## src/rtl/core/jks_pkg.sv

```systemverilog
`default_nettype none
package jks_pkg;

  localparam int WORD_BITS = 32;
  localparam int CNT_BITS  = $clog2(WORD_BITS);

  localparam logic FUNC_JACOBI    = 1'b0;
  localparam logic FUNC_KRONECKER = 1'b1;

  localparam logic signed [1:0] SYM_ZERO = 2'sb00;
  localparam logic signed [1:0] SYM_POS  = 2'sb01;
  localparam logic signed [1:0] SYM_NEG  = 2'sb11;

  localparam logic [2:0] MOD8_THREE = 3'd3;
  localparam logic [2:0] MOD8_FIVE  = 3'd5;

endpackage
`default_nettype wire

```

## src/rtl/core/jks_divider.sv

```systemverilog
`default_nettype none
module jks_divider (
  input  wire logic                           clk,
  input  wire logic                           rst_n,
  input  wire logic                           start,
  input  wire logic [jks_pkg::WORD_BITS-1:0]  dividend,
  input  wire logic [jks_pkg::WORD_BITS-1:0]  divisor,
  output logic                                done,
  output logic [jks_pkg::WORD_BITS-1:0]       remainder
);

  logic                            busy_r;
  logic                            done_r;
  logic [jks_pkg::CNT_BITS-1:0]    cnt_r;
  logic [jks_pkg::WORD_BITS-1:0]   quo_r;
  logic [jks_pkg::WORD_BITS-1:0]   dvs_r;
  logic [jks_pkg::WORD_BITS-1:0]   rem_r;
  logic [jks_pkg::WORD_BITS:0]     partial;
  logic [jks_pkg::WORD_BITS:0]     diff;
  logic [jks_pkg::WORD_BITS-1:0]   rem_nxt;

  // One restoring step per cycle, most significant dividend bit first.
  always_comb begin
    partial = {rem_r, quo_r[jks_pkg::WORD_BITS-1]};
    diff    = partial - {1'b0, dvs_r};
    if (partial >= {1'b0, dvs_r}) begin
      rem_nxt = diff[jks_pkg::WORD_BITS-1:0];
    end else begin
      rem_nxt = partial[jks_pkg::WORD_BITS-1:0];
    end
  end

  always_ff @(posedge clk) begin
    if (!rst_n) begin
      busy_r <= 1'b0;
      done_r <= 1'b0;
      cnt_r  <= '0;
    end else begin
      done_r <= 1'b0;
      if (start) begin
        busy_r <= 1'b1;
        cnt_r  <= jks_pkg::CNT_BITS'(jks_pkg::WORD_BITS - 1);
      end else if (busy_r) begin
        cnt_r <= cnt_r - 1'b1;
        if (cnt_r == '0) begin
          busy_r <= 1'b0;
          done_r <= 1'b1;
        end
      end
    end
  end

  always_ff @(posedge clk) begin
    if (start) begin
      quo_r <= dividend;
      dvs_r <= divisor;
      rem_r <= '0;
    end else if (busy_r) begin
      quo_r <= {quo_r[jks_pkg::WORD_BITS-2:0], 1'b0};
      rem_r <= rem_nxt;
    end
  end

  assign done      = done_r;
  assign remainder = rem_r;

`ifndef NO_ASSERTIONS
  a_no_restart: assert property (@(posedge clk) disable iff (!rst_n)
    start |-> !busy_r)
    else $error("divider started while busy");
  a_rem_below_divisor: assert property (@(posedge clk) disable iff (!rst_n)
    done_r |-> (rem_r < dvs_r))
    else $error("remainder not below divisor");
`endif

endmodule
`default_nettype wire

```

## src/rtl/core/jacobi_kronecker_symbol.sv

```systemverilog
`default_nettype none
// Flow: factors of two are stripped one at a time by the sequencer, and each remainder
// step runs on the bit-serial divider instance.
// Throughput: one word at a time; the next word is taken once the result is registered.
// Reset: synchronous, active low; clears the sequencer and the output valid.
// The result register lets a new word start while the previous result waits.
module jacobi_kronecker_symbol (
  input  wire logic                                clk,
  input  wire logic                                rst_n,
  input  wire logic                                in_valid,
  output logic                                     in_stall,
  input  wire logic                                in_func,
  input  wire logic [jks_pkg::WORD_BITS-1:0]       in_top_value,
  input  wire logic [jks_pkg::WORD_BITS-1:0]       in_bottom_value,
  output logic                                     out_valid,
  input  wire logic                                out_stall,
  output logic signed [1:0]                        out_symbol,
  output logic [jks_pkg::WORD_BITS-1:0]            out_common_factor,
  output logic                                     out_not_coprime,
  output logic                                     out_bad_input
);

  typedef enum logic [2:0] {
    ST_IDLE,
    ST_KSTRIP,
    ST_LOOP,
    ST_STRIP,
    ST_DIV,
    ST_KMUL,
    ST_FIN
  } state_t;

  state_t                          state_r, state_nxt;
  logic                            func_r, func_nxt;
  logic [jks_pkg::WORD_BITS-1:0]   dvs_r, dvs_nxt;
  logic [jks_pkg::WORD_BITS-1:0]   dvd_r, dvd_nxt;
  logic                            neg_r, neg_nxt;
  logic [jks_pkg::CNT_BITS-1:0]    k_r, k_nxt;
  logic [2:0]                      am8_r, am8_nxt;
  logic signed [1:0]               res_sym_r, res_sym_nxt;
  logic [jks_pkg::WORD_BITS-1:0]   res_fac_r, res_fac_nxt;
  logic                            res_nc_r, res_nc_nxt;
  logic                            res_bad_r, res_bad_nxt;
  logic                            out_valid_r, out_valid_nxt;
  logic signed [1:0]               out_sym_r, out_sym_nxt;
  logic [jks_pkg::WORD_BITS-1:0]   out_fac_r, out_fac_nxt;
  logic                            out_nc_r, out_nc_nxt;
  logic                            out_bad_r, out_bad_nxt;

  logic                            div_start;
  logic                            div_done;
  logic [jks_pkg::WORD_BITS-1:0]   div_rem;

  logic                            do_ok;
  logic                            do_fail;
  logic [2:0]                      dvd_m1;
  logic [2:0]                      dvd_p1;
  logic                            two_flip;
  logic [jks_pkg::WORD_BITS-1:0]   pow2;
  logic                            accept;

  assign accept   = in_valid && (state_r == ST_IDLE);
  assign in_stall = (state_r != ST_IDLE);

  // Low bits of (b-1)/2 and (b+1)/2 come from the low three bits of b.
  assign dvd_m1   = dvd_r[2:0] - 3'd1;
  assign dvd_p1   = dvd_r[2:0] + 3'd1;
  assign two_flip = dvd_p1[1] ? dvd_m1[2] : dvd_p1[2];
  assign pow2     = {{(jks_pkg::WORD_BITS-1){1'b0}}, 1'b1} << k_r;

  jks_divider u_div (
    .clk       (clk),
    .rst_n     (rst_n),
    .start     (div_start),
    .dividend  (dvd_r),
    .divisor   (dvs_r),
    .done      (div_done),
    .remainder (div_rem)
  );

  always_comb begin
    state_nxt   = state_r;
    func_nxt    = func_r;
    dvs_nxt     = dvs_r;
    dvd_nxt     = dvd_r;
    neg_nxt     = neg_r;
    k_nxt       = k_r;
    am8_nxt     = am8_r;
    res_sym_nxt = res_sym_r;
    res_fac_nxt = res_fac_r;
    res_nc_nxt  = res_nc_r;
    res_bad_nxt = res_bad_r;
    out_valid_nxt = out_valid_r && out_stall;
    out_sym_nxt = out_sym_r;
    out_fac_nxt = out_fac_r;
    out_nc_nxt  = out_nc_r;
    out_bad_nxt = out_bad_r;
    div_start   = 1'b0;
    do_ok       = 1'b0;
    do_fail     = 1'b0;

    unique case (state_r)
      ST_IDLE: begin
        if (accept) begin
          func_nxt    = in_func;
          dvs_nxt     = in_top_value;
          dvd_nxt     = in_bottom_value;
          am8_nxt     = in_top_value[2:0];
          neg_nxt     = 1'b0;
          k_nxt       = '0;
          res_bad_nxt = 1'b0;
          if (in_func == jks_pkg::FUNC_JACOBI) begin
            state_nxt = ST_LOOP;
          end else if (in_bottom_value == '0) begin
            res_sym_nxt = jks_pkg::SYM_ZERO;
            res_fac_nxt = '0;
            res_nc_nxt  = 1'b0;
            res_bad_nxt = 1'b1;
            state_nxt   = ST_FIN;
          end else begin
            state_nxt = ST_KSTRIP;
          end
        end
      end
      ST_KSTRIP: begin
        if (!dvd_r[0]) begin
          dvd_nxt = dvd_r >> 1;
          if (am8_r == jks_pkg::MOD8_THREE || am8_r == jks_pkg::MOD8_FIVE) begin
            neg_nxt = !neg_r;
          end else if (!dvs_r[0]) begin
            dvs_nxt = dvs_r >> 1;
            k_nxt   = k_r + 1'b1;
          end
        end else if (dvd_r == jks_pkg::WORD_BITS'(1) || dvs_r == jks_pkg::WORD_BITS'(1)) begin
          do_ok = 1'b1;
        end else begin
          state_nxt = ST_LOOP;
        end
      end
      ST_LOOP: begin
        if (dvs_r == '0) begin
          do_fail = 1'b1;
        end else if (dvs_r == jks_pkg::WORD_BITS'(1)) begin
          do_ok = 1'b1;
        end else begin
          state_nxt = ST_STRIP;
        end
      end
      ST_STRIP: begin
        if (!dvs_r[0]) begin
          dvs_nxt = dvs_r >> 1;
          neg_nxt = neg_r ^ two_flip;
        end else if (dvs_r == jks_pkg::WORD_BITS'(1)) begin
          do_ok = 1'b1;
        end else begin
          neg_nxt   = neg_r ^ (dvd_m1[1] & dvs_r[1]);
          div_start = 1'b1;
          state_nxt = ST_DIV;
        end
      end
      ST_DIV: begin
        if (div_done) begin
          dvd_nxt   = dvs_r;
          dvs_nxt   = div_rem;
          state_nxt = ST_LOOP;
        end
      end
      ST_KMUL: begin
        if (k_r == '0) begin
          res_sym_nxt = jks_pkg::SYM_ZERO;
          res_fac_nxt = dvd_r;
          res_nc_nxt  = 1'b1;
          state_nxt   = ST_FIN;
        end else begin
          dvd_nxt = dvd_r << 1;
          k_nxt   = k_r - 1'b1;
        end
      end
      ST_FIN: begin
        if (!out_valid_r || !out_stall) begin
          out_valid_nxt = 1'b1;
          out_sym_nxt   = res_sym_r;
          out_fac_nxt   = res_fac_r;
          out_nc_nxt    = res_nc_r;
          out_bad_nxt   = res_bad_r;
          state_nxt     = ST_IDLE;
        end
      end
      default: begin
        state_nxt = ST_IDLE;
      end
    endcase

    if (do_ok) begin
      state_nxt = ST_FIN;
      if (k_r != '0) begin
        res_sym_nxt = jks_pkg::SYM_ZERO;
        res_fac_nxt = pow2;
        res_nc_nxt  = 1'b1;
      end else begin
        res_sym_nxt = neg_r ? jks_pkg::SYM_NEG : jks_pkg::SYM_POS;
        res_fac_nxt = '0;
        res_nc_nxt  = 1'b0;
      end
    end

    if (do_fail) begin
      if (func_r == jks_pkg::FUNC_KRONECKER) begin
        state_nxt = ST_KMUL;
      end else if (dvd_r == jks_pkg::WORD_BITS'(1)) begin
        state_nxt   = ST_FIN;
        res_sym_nxt = neg_r ? jks_pkg::SYM_NEG : jks_pkg::SYM_POS;
        res_fac_nxt = '0;
        res_nc_nxt  = 1'b0;
      end else begin
        state_nxt   = ST_FIN;
        res_sym_nxt = jks_pkg::SYM_ZERO;
        res_fac_nxt = dvd_r;
        res_nc_nxt  = 1'b1;
      end
    end
  end

  always_ff @(posedge clk) begin
    if (!rst_n) begin
      state_r     <= ST_IDLE;
      out_valid_r <= 1'b0;
    end else begin
      state_r     <= state_nxt;
      out_valid_r <= out_valid_nxt;
    end
    func_r    <= func_nxt;
    dvs_r     <= dvs_nxt;
    dvd_r     <= dvd_nxt;
    neg_r     <= neg_nxt;
    k_r       <= k_nxt;
    am8_r     <= am8_nxt;
    res_sym_r <= res_sym_nxt;
    res_fac_r <= res_fac_nxt;
    res_nc_r  <= res_nc_nxt;
    res_bad_r <= res_bad_nxt;
    out_sym_r <= out_sym_nxt;
    out_fac_r <= out_fac_nxt;
    out_nc_r  <= out_nc_nxt;
    out_bad_r <= out_bad_nxt;
  end

  assign out_valid         = out_valid_r;
  assign out_symbol        = out_sym_r;
  assign out_common_factor = out_fac_r;
  assign out_not_coprime   = out_nc_r;
  assign out_bad_input     = out_bad_r;

`ifndef NO_ASSERTIONS
  a_sym_zero_iff_flag: assert property (@(posedge clk) disable iff (!rst_n)
    out_valid_r |-> ((out_sym_r == jks_pkg::SYM_ZERO) == (out_nc_r || out_bad_r)))
    else $error("symbol and flags disagree");
  a_flags_exclusive: assert property (@(posedge clk) disable iff (!rst_n)
    out_valid_r |-> !(out_nc_r && out_bad_r))
    else $error("not_coprime and bad_input both set");
  a_div_operand_odd: assert property (@(posedge clk) disable iff (!rst_n)
    (state_r == ST_DIV) |-> (dvs_r[0] && dvs_r != jks_pkg::WORD_BITS'(1)))
    else $error("divisor not odd above one during remainder step");
`endif

endmodule
`default_nettype wire
```

## config.mk

```make
export PLATFORM = sky130hd
export DESIGN_NAME = jacobi_kronecker_symbol
export DESIGN_NICKNAME = d
export VERILOG_FILES = /design/src/rtl/core/jks_pkg.sv /design/src/rtl/core/jks_divider.sv /design/src/rtl/core/jacobi_kronecker_symbol.sv
export SDC_FILE = /design/constraint.sdc
export NUM_CORES = 1
export LEC_CHECK = 0
export BUFFER_PORTS_ARGS = -buffer_cell sky130_fd_sc_hd__buf_2
export CORE_UTILIZATION = 40
export CTS_CLUSTER_SIZE = 10
export DETAILED_ROUTE_END_ITERATION = 10
export PLACE_DENSITY_LB_ADDON = 0.15
export SETUP_SLACK_MARGIN = 0.2
export SLEW_MARGIN = 30
export SYNTH_ARGS = -nofsm -noshare
export SYNTH_HDL_FRONTEND = slang
export SYNTH_SLANG_ARGS = --single-unit
```

## constraint.sdc

```tcl
create_clock -name clk -period 18.7 [get_ports clk]
set_clock_uncertainty 0.05 [all_clocks]
set_input_delay 1.87 -clock clk [delete_from_list [all_inputs] [get_ports clk]]
set_output_delay 1.87 -clock clk [all_outputs]
set_load 0.01 [all_outputs]
```

==> results of run 1 <==
==> path summary, 6_finish.rpt <==
check / from / endpoint / slack, ns / cells after the start
min: res_bad_r$_SDFFCE_PN0P_ / out_bad_input$_DFFE_PP_ / 0.37 / 0
max: in_bottom_value[2] / res_fac_r[23]$_DFF_P_ / 14.50 / 11
max reg2reg: state_r[0]$_SDFFE_PN0P_ / u_div.quo_r[19]$_DFFE_PP_ / 14.96 / 7
min reg2reg: res_bad_r$_SDFFCE_PN0P_ / out_bad_input$_DFFE_PP_ / 0.37 / 0
==> power by group through the flow <==
stage	sequential [µW]	combinational (µW)	clock [µW]
after floorplan	863	568	0
after global placement	945	707	0
after detailed placement	947	714	0
after CTS	936	719	551
after global routing	952	806	576
final	936	720	540
==> layer usage <==
layer	vias to the layer above	routed length (µm)
li1	4946	-
met1	5020	17200
met2	351	15900
met3	56	2500
met4	0	842
met5	-	0
==> registers in the layout, summed over array words and instances, names as in the netlist, 5 cells and up <==
name and cells:
out_common_factor 32, dvd_r 32, dvs_r 32, u_div.dvs_r 32, u_div.remainder 32, u_div.cnt_r 5
k_r 5, res_fac_r 32, u_div.quo_r 32
==> kinds of logic (layout without fill, tap and decap cells) <==
kind of cell | count (synthesis) | count (layout) | synth area share [%]
AO/OA/AOI/OAI | 376 | 376 | 18.9
buffers and inverters | 164 | 263 | 5.07
flip-flops | 253 | 253 | 51.7
AND/OR/NAND/NOR | 353 | 353 | 12.6
XOR/XNOR | 41 | 41 | 2.72
adder cells (fa/ha/maj) | 42 | 42 | 4.10
multiplexers | 61 | 61 | 4.93
==> final cells by class <==
cell class,instances,area share [%]
Sequential cell,253,45.3
Clock buffer,53,5.83
Timing Repair Buffer,128,4.70
Inverter,80,2.00
Tap cell,442,3.68
Multi-Input combinational cell,873,38.2
Clock inverter,2,0.233
==> cells in the mapped netlist, drive strengths merged, types with 3 or more instances <==
master and count:
nand2b 9, nand4 8, or2 5, edfxtp 175, ha 40, o211ai 4
a21boi 10, a21o 18, o21a 5, clkbuf 68, inv 80, nor4b 6
buf 16, and4 3, and2 6, nor3 12, and3 8, nor3b 8
nand3 12, a41oi 5, a222oi 30, a32oi 4, nor2b 4, xnor2 22
a21oi 110, o21ai 85, nand3b 5, mux2 32, nor2 141, nor4 23
mux2i 29, nand2 98, a211oi 37, a31oi 9, xor2 19, a2111oi 4
a22oi 37, dfxtp 78
==> critical path: cells and delay by family <==
kind | cells | cell delay [ns]
AND/OR/NAND/NOR | 6 | 1.96
AO/OA/AOI/OAI | 3 | 0.47
buffers and inverters | 2 | 0.29
==> per-stage QoR <==
step                std cells  total power (µW)  area [µm²]  setup slack (ns)  hold slack, ns
floorplan                1290              1430       13200             11.05           0.350
detailed placement       1776              1660       14100             13.99           0.362
global placement         1774              1650       14100             14.02           0.361
CTS                      1831              2210       15000             14.57           0.375
finish                   1831              2200       15000             14.50           0.372
global route             1831              2330       15000             14.35           0.386
==> flow_summary.yaml, run 1 <==
synthesis:
  syn_nets: 1401
  synth.top_cell.area_share_pct: 39.8
  ys_warn_count: 0
  syn_area_per_cell_um2: 10.2
  yosys.area.top_type: "edfxtp_1"
  ys.flop_type: "edfxtp_1"
  synth-async-reset-ratio_pct: 0
  seq_area_frac_synth_pct: 51.7
  synthesis.instances: 1290
  ys_ff_latch: 253
  ys_types: 72
  synth_edf_count: 175
  yosys-top-cells-area: "edfxtp_1 40%, dfxtp_1 12%, a21oi_1 4.1%, nor2_1 4.0%, ha_1 3.8%"
  synth_area_um2: 13200
global_routing:
  grt_busiest_layer: "met2"
  grt_pass1_vias: 9772
  track_usage_pct: 21.7
  antenna_found_initial: 0
  use_met3_pct: 2.71
  gr-total-overflow: 0
  grtUsageMet1_pct: 32.5
  grt_max_degree: 67
  use_met2_pct: 32.8
  grt_pass1_wl_um: 57100
clocking:
  cts.htree.levels: 1
  cts_buffer_depth: 3
  cts_sinks: 253
  root_buffer: "clkbuf_16"
  holdBufCountCts: 0
  post_cts_resized: 0
  cts_made_buffers: 30
  post_cts_buffers: 0
  clk_pin_slew_ns: 0.05
  clkLatencyLatePin_ns: 0.57
  tritoncts: "yes"
pwr:
  power.leakage_uw: 0.00585
  pwr-share-seq_pct: 42.6
  p_int_uw: 1370
  comb_power_share_pct: 32.8
  p_per_area_nw_per_um2: 146
  p_switching_uw: 823
  p_sw_share_pct: 37.5
  peakVddDrop_mv: 0.0863
  p_clk_share_pct: 24.6
worst_setup_path:
  cp.arrival_ns: 4.60
  required_ns: 19.09
  critPathSlowestCell: "nor4_1"
  critPathMaxStageDelay_ns: 0.52
  path_cells: "buf_2, nor4_1, nand2_1, nor3_1, and2_1, and4_1, o21bai_1, buf_4, and2_1, a22oi_1, o21ai_1"
  path_max_fanout: 23
  cpMostUsedCell: "and2_1"
  end_kind: "flip-flop"
  start_kind: "primary input"
  crit_type: "in2reg"
timing:
  hold_viol: 0
  final.min_clock_period_ns: 4.20
  tns_ns: 0
  worst_pin_slew_ns: 0.929
  slew_violations: 0
  setup_viol: 0
  rsz0062_at_grt: "no"
  timing.fmax_mhz: 238
  fin_crit_sh_pct: 22.5
  relSlewSlack_pct: 38.0
detailed_routing:
  drt-initial-drc-count: 1073
  wl_per_cell_um: 19.9
  viasPerCell: 5.67
  wl_um: 36400
  ant_nets: 0
  drcViolationCount: 0
  vias: 10400
  drtPass1Iterations: 5
placement:
  io_buffers: 106
  gp_congestion: 0.859
  dp_hpwl_um: 25500
finish:
  final_util_pct: 46.4
  seq_area_um2: 6820
  drive_above_1_share_pct: 15.8
  antenna_cells: 0
  final_common_cell: "edfxtp_1"
  mostFrequentLayoutCells: "175 x edfxtp_1, 137 x nor2_1, 108 x a21oi_1"
  multiInputGateArea_um2: 5750
  num-fill-cells: 3119
  fin_nets: 1477
  areaGrowthSynthToFinish_pct: 14.1
floorplanning:
  design.die.area_um2: 33700
  core_area_um2: 32500
  ios: 107
  start_util_pct: 40.6
  die_w_um: 184
  rows: 66
  die_h_um: 184
flow_run:
  drv_cap: 0
min_path:
  hold_path.class: "reg2reg"
status:
  status: "finished clean"
Power figures use the tool's default switching activity.
==> run 2: changes to the inputs <==
- clock period: 18.7 -> 3.66 ns (I/O delays scaled with it)
==> run 2 against run 1 <==
Net effect: clock-buffer cell count down 2; combinational power increased to 5.3 times the previous value; routed wire length is 1.4% higher; largest power group unchanged; via count rose by 1.0%; register-to-register slack got worse by 15 ns; global-route usage up 0.30 points; critical path type is now reg2reg; final cell count grew 1.0%; largest cell class unchanged.
==> flow_summary.yaml, run 2 (synthesis results as in run 1) <==
status:
  status: "finished clean"
finish:
  antenna_cells: 0
  drive_above_1_share_pct: 16.8
  areaGrowthSynthToFinish_pct: 15.3
  final_cell_count_no_fill: 1850
  final_util_pct: 46.8
  final_common_cell: "edfxtp_1"
  mostFrequentLayoutCells: "175 x edfxtp_1, 137 x nor2_1, 108 x a21oi_1"
  fin_nets: 1495
worst_setup_path:
  r2r_slack_ns: 0.42
  cpMostUsedCell: "o21ai_1"
  r2r-start: "u_div.remainder[8]$_SDFFE_PP0P_"
  end_kind: "flip-flop"
  critPathTopFamily: "compound AO/OA/AOI/OAI gates"
  start_kind: "flip-flop"
  cp.arrival_ns: 3.69
  path_max_fanout: 19
  path_cells: "ha_1, nand2_1, nor4_2, o21ai_1, a2111oi_4, nor3_2, a211oi_2, a41oi_4, buf_12, or2_1, o21ai_1"
  critPathMaxStageDelay_ns: 0.44
  required_ns: 4.11
  crit_type: "reg2reg"
  path_buf_inv: 1
  reg2regPathDepth: 11
  critPathSlowestCell: "ha_1"
  r2r_end: "u_div.remainder[22]$_SDFFE_PP0P_"
flow_run:
  drv_cap: 0
global_routing:
  grt_pass1_vias: 9981
  track_usage_pct: 22.0
  gr-total-overflow: 0
  antenna_found_initial: 0
  grt_pass1_wl_um: 58000
  grt_max_degree: 48
detailed_routing:
  wl_um: 37000
  drtPass1Iterations: 8
  drt-initial-drc-count: 913
  vias: 10500
  viasPerCell: 5.66
  ant_nets: 0
  wl_per_cell_um: 20.0
  drcViolationCount: 0
timing:
  fin_crit_sh_pct: 88.7
  final.min_clock_period_ns: 3.24
  rsz0062_at_grt: "no"
  hold_viol: 0
  worst_pin_slew_ns: 0.974
  setup_viol: 0
  relSlewSlack_pct: 34.9
  timing.fmax_mhz: 308
  tns_ns: 0
  slew_violations: 0
placement:
  dp_hpwl_um: 26500
  io_buffers: 106
  placed_cells: 1789
  gp_congestion: 0.881
min_path:
  holdPathEnd: "dvs_r[26]$_DFFE_PP_"
  worstHoldStart: "in_top_value[26]"
  holdPathStages: 3
  hold_path.class: "in2reg"
clocking:
  clkLatencyLatePin_ns: 0.56
  cts_buffer_depth: 3
  cts_made_buffers: 31
  clk_pin_slew_ns: 0.06
  tritoncts: "yes"
  cts_sinks: 253
  root_buffer: "clkbuf_16"
  cts.htree.levels: 1
floorplanning:
  start_util_pct: 40.6
  design.die.area_um2: 33700
  die_h_um: 184
  rows: 66
  ios: 107
  die_w_um: 184
  core_area_um2: 32500
pwr:
  peakVddDrop_mv: 0.400
  p_per_area_nw_per_um2: 746
  power.leakage_uw: 0.00594
==> run 2: cell count changes in the layout (fill, tap and decap cells not counted), sizes merged <==
| cell | previous run | this run |
|---|---|---|
| buf | 128 | 141 |
| clkbuf | 53 | 51 |
| clkinv | 2 | 4 |
| dlygate4sd3 | 0 | 4 |
| inv | 80 | 82 |
==> run 2: worst reg2reg max path, stage by stage (launching register included) <==
cell	delay, ns
dfxtp_1	0.35
ha_1	0.44
nand2_1	0.14
nor4_2	0.24
o21ai_1	0.18
a2111oi_4	0.43
nor3_2	0.10
a211oi_2	0.34
a41oi_4	0.27
buf_12	0.24
or2_1	0.28
o21ai_1	0.13
==> run 2: final cells by class <==
type                       instances  area (µm²)
fill                            3064       17300
inverter                          80         300
clock inverter                     6        37.5
sequential                       253        6820
multi-input combinational        873        5770
clock buffer                      51         861
timing repair buffer             145         861
tap                              442         553
==> run 2: through the flow <==
stage / setup WS (ns) / hold slack (ns) / area, µm² / total power (µW)
after floorplan: 0.133 / 0.350 / 13200 / 7300
after global placement: 0.326 / 0.368 / 14200 / 8520
after detailed placement: 0.287 / 0.355 / 14300 / 8560
after CTS: 0.387 / 0.0337 / 15200 / 11400
after global routing: 0.211 / 0.0538 / 15200 / 12000
final: 0.415 / 0.0586 / 15200 / 11300
==> run 2: how the worst max path moves through the flow <==
| stage | from | to | slack, ns | cells past startpoint |
|---|---|---|---|---|
| after global placement | in_bottom_value[2] | res_sym_r[0]$_DFF_P_ | 0.33 | 10 |
| after floorplan | state_r[0]$_SDFFE_PN0P_ | dvd_r[10]$_DFFE_PP_ | 0.13 | 4 |
| final | u_div.remainder[8]$_SDFFE_PP0P_ | u_div.remainder[22]$_SDFFE_PP0P_ | 0.42 | 11 |
| after CTS | u_div.remainder[9]$_SDFFE_PP0P_ | u_div.remainder[27]$_SDFFE_PP0P_ | 0.39 | 11 |
| after global routing | u_div.remainder[8]$_SDFFE_PP0P_ | u_div.remainder[22]$_SDFFE_PP0P_ | 0.21 | 11 |
| after detailed placement | in_bottom_value[2] | res_fac_r[13]$_DFF_P_ | 0.29 | 10 |
==> run 2: power by group <==
| part | switching (µW) | internal [µW] | leakage [µW] |
|---|---|---|---|
| clock network | 1170 | 1590 | 0.000436 |
| logic | 2240 | 1540 | 0.00324 |
| registers | 856 | 3940 | 0.00226 |
==> run 2: metal layers <==
metal	vias up	part of all wire [%]	wire length [µm]	GRT usage, %
li1	4979	-	-	-
met1	5077	48	17700	33.4
met2	372	43	15900	32.7
met3	52	6.9	2560	2.89
met4	0	2.2	824	5.77
met5	-	0	0	0
==> run 2: timing repair <==
| item | CTS | global route |
|---|---|---|
| setup buffers | 0 | 0 |
| hold endpoints to repair | 4 | 0 |
| hold buffers | 4 | 0 |
| setup endpoints to repair | 0 | 6 |
| resized for setup | 0 | 2 |
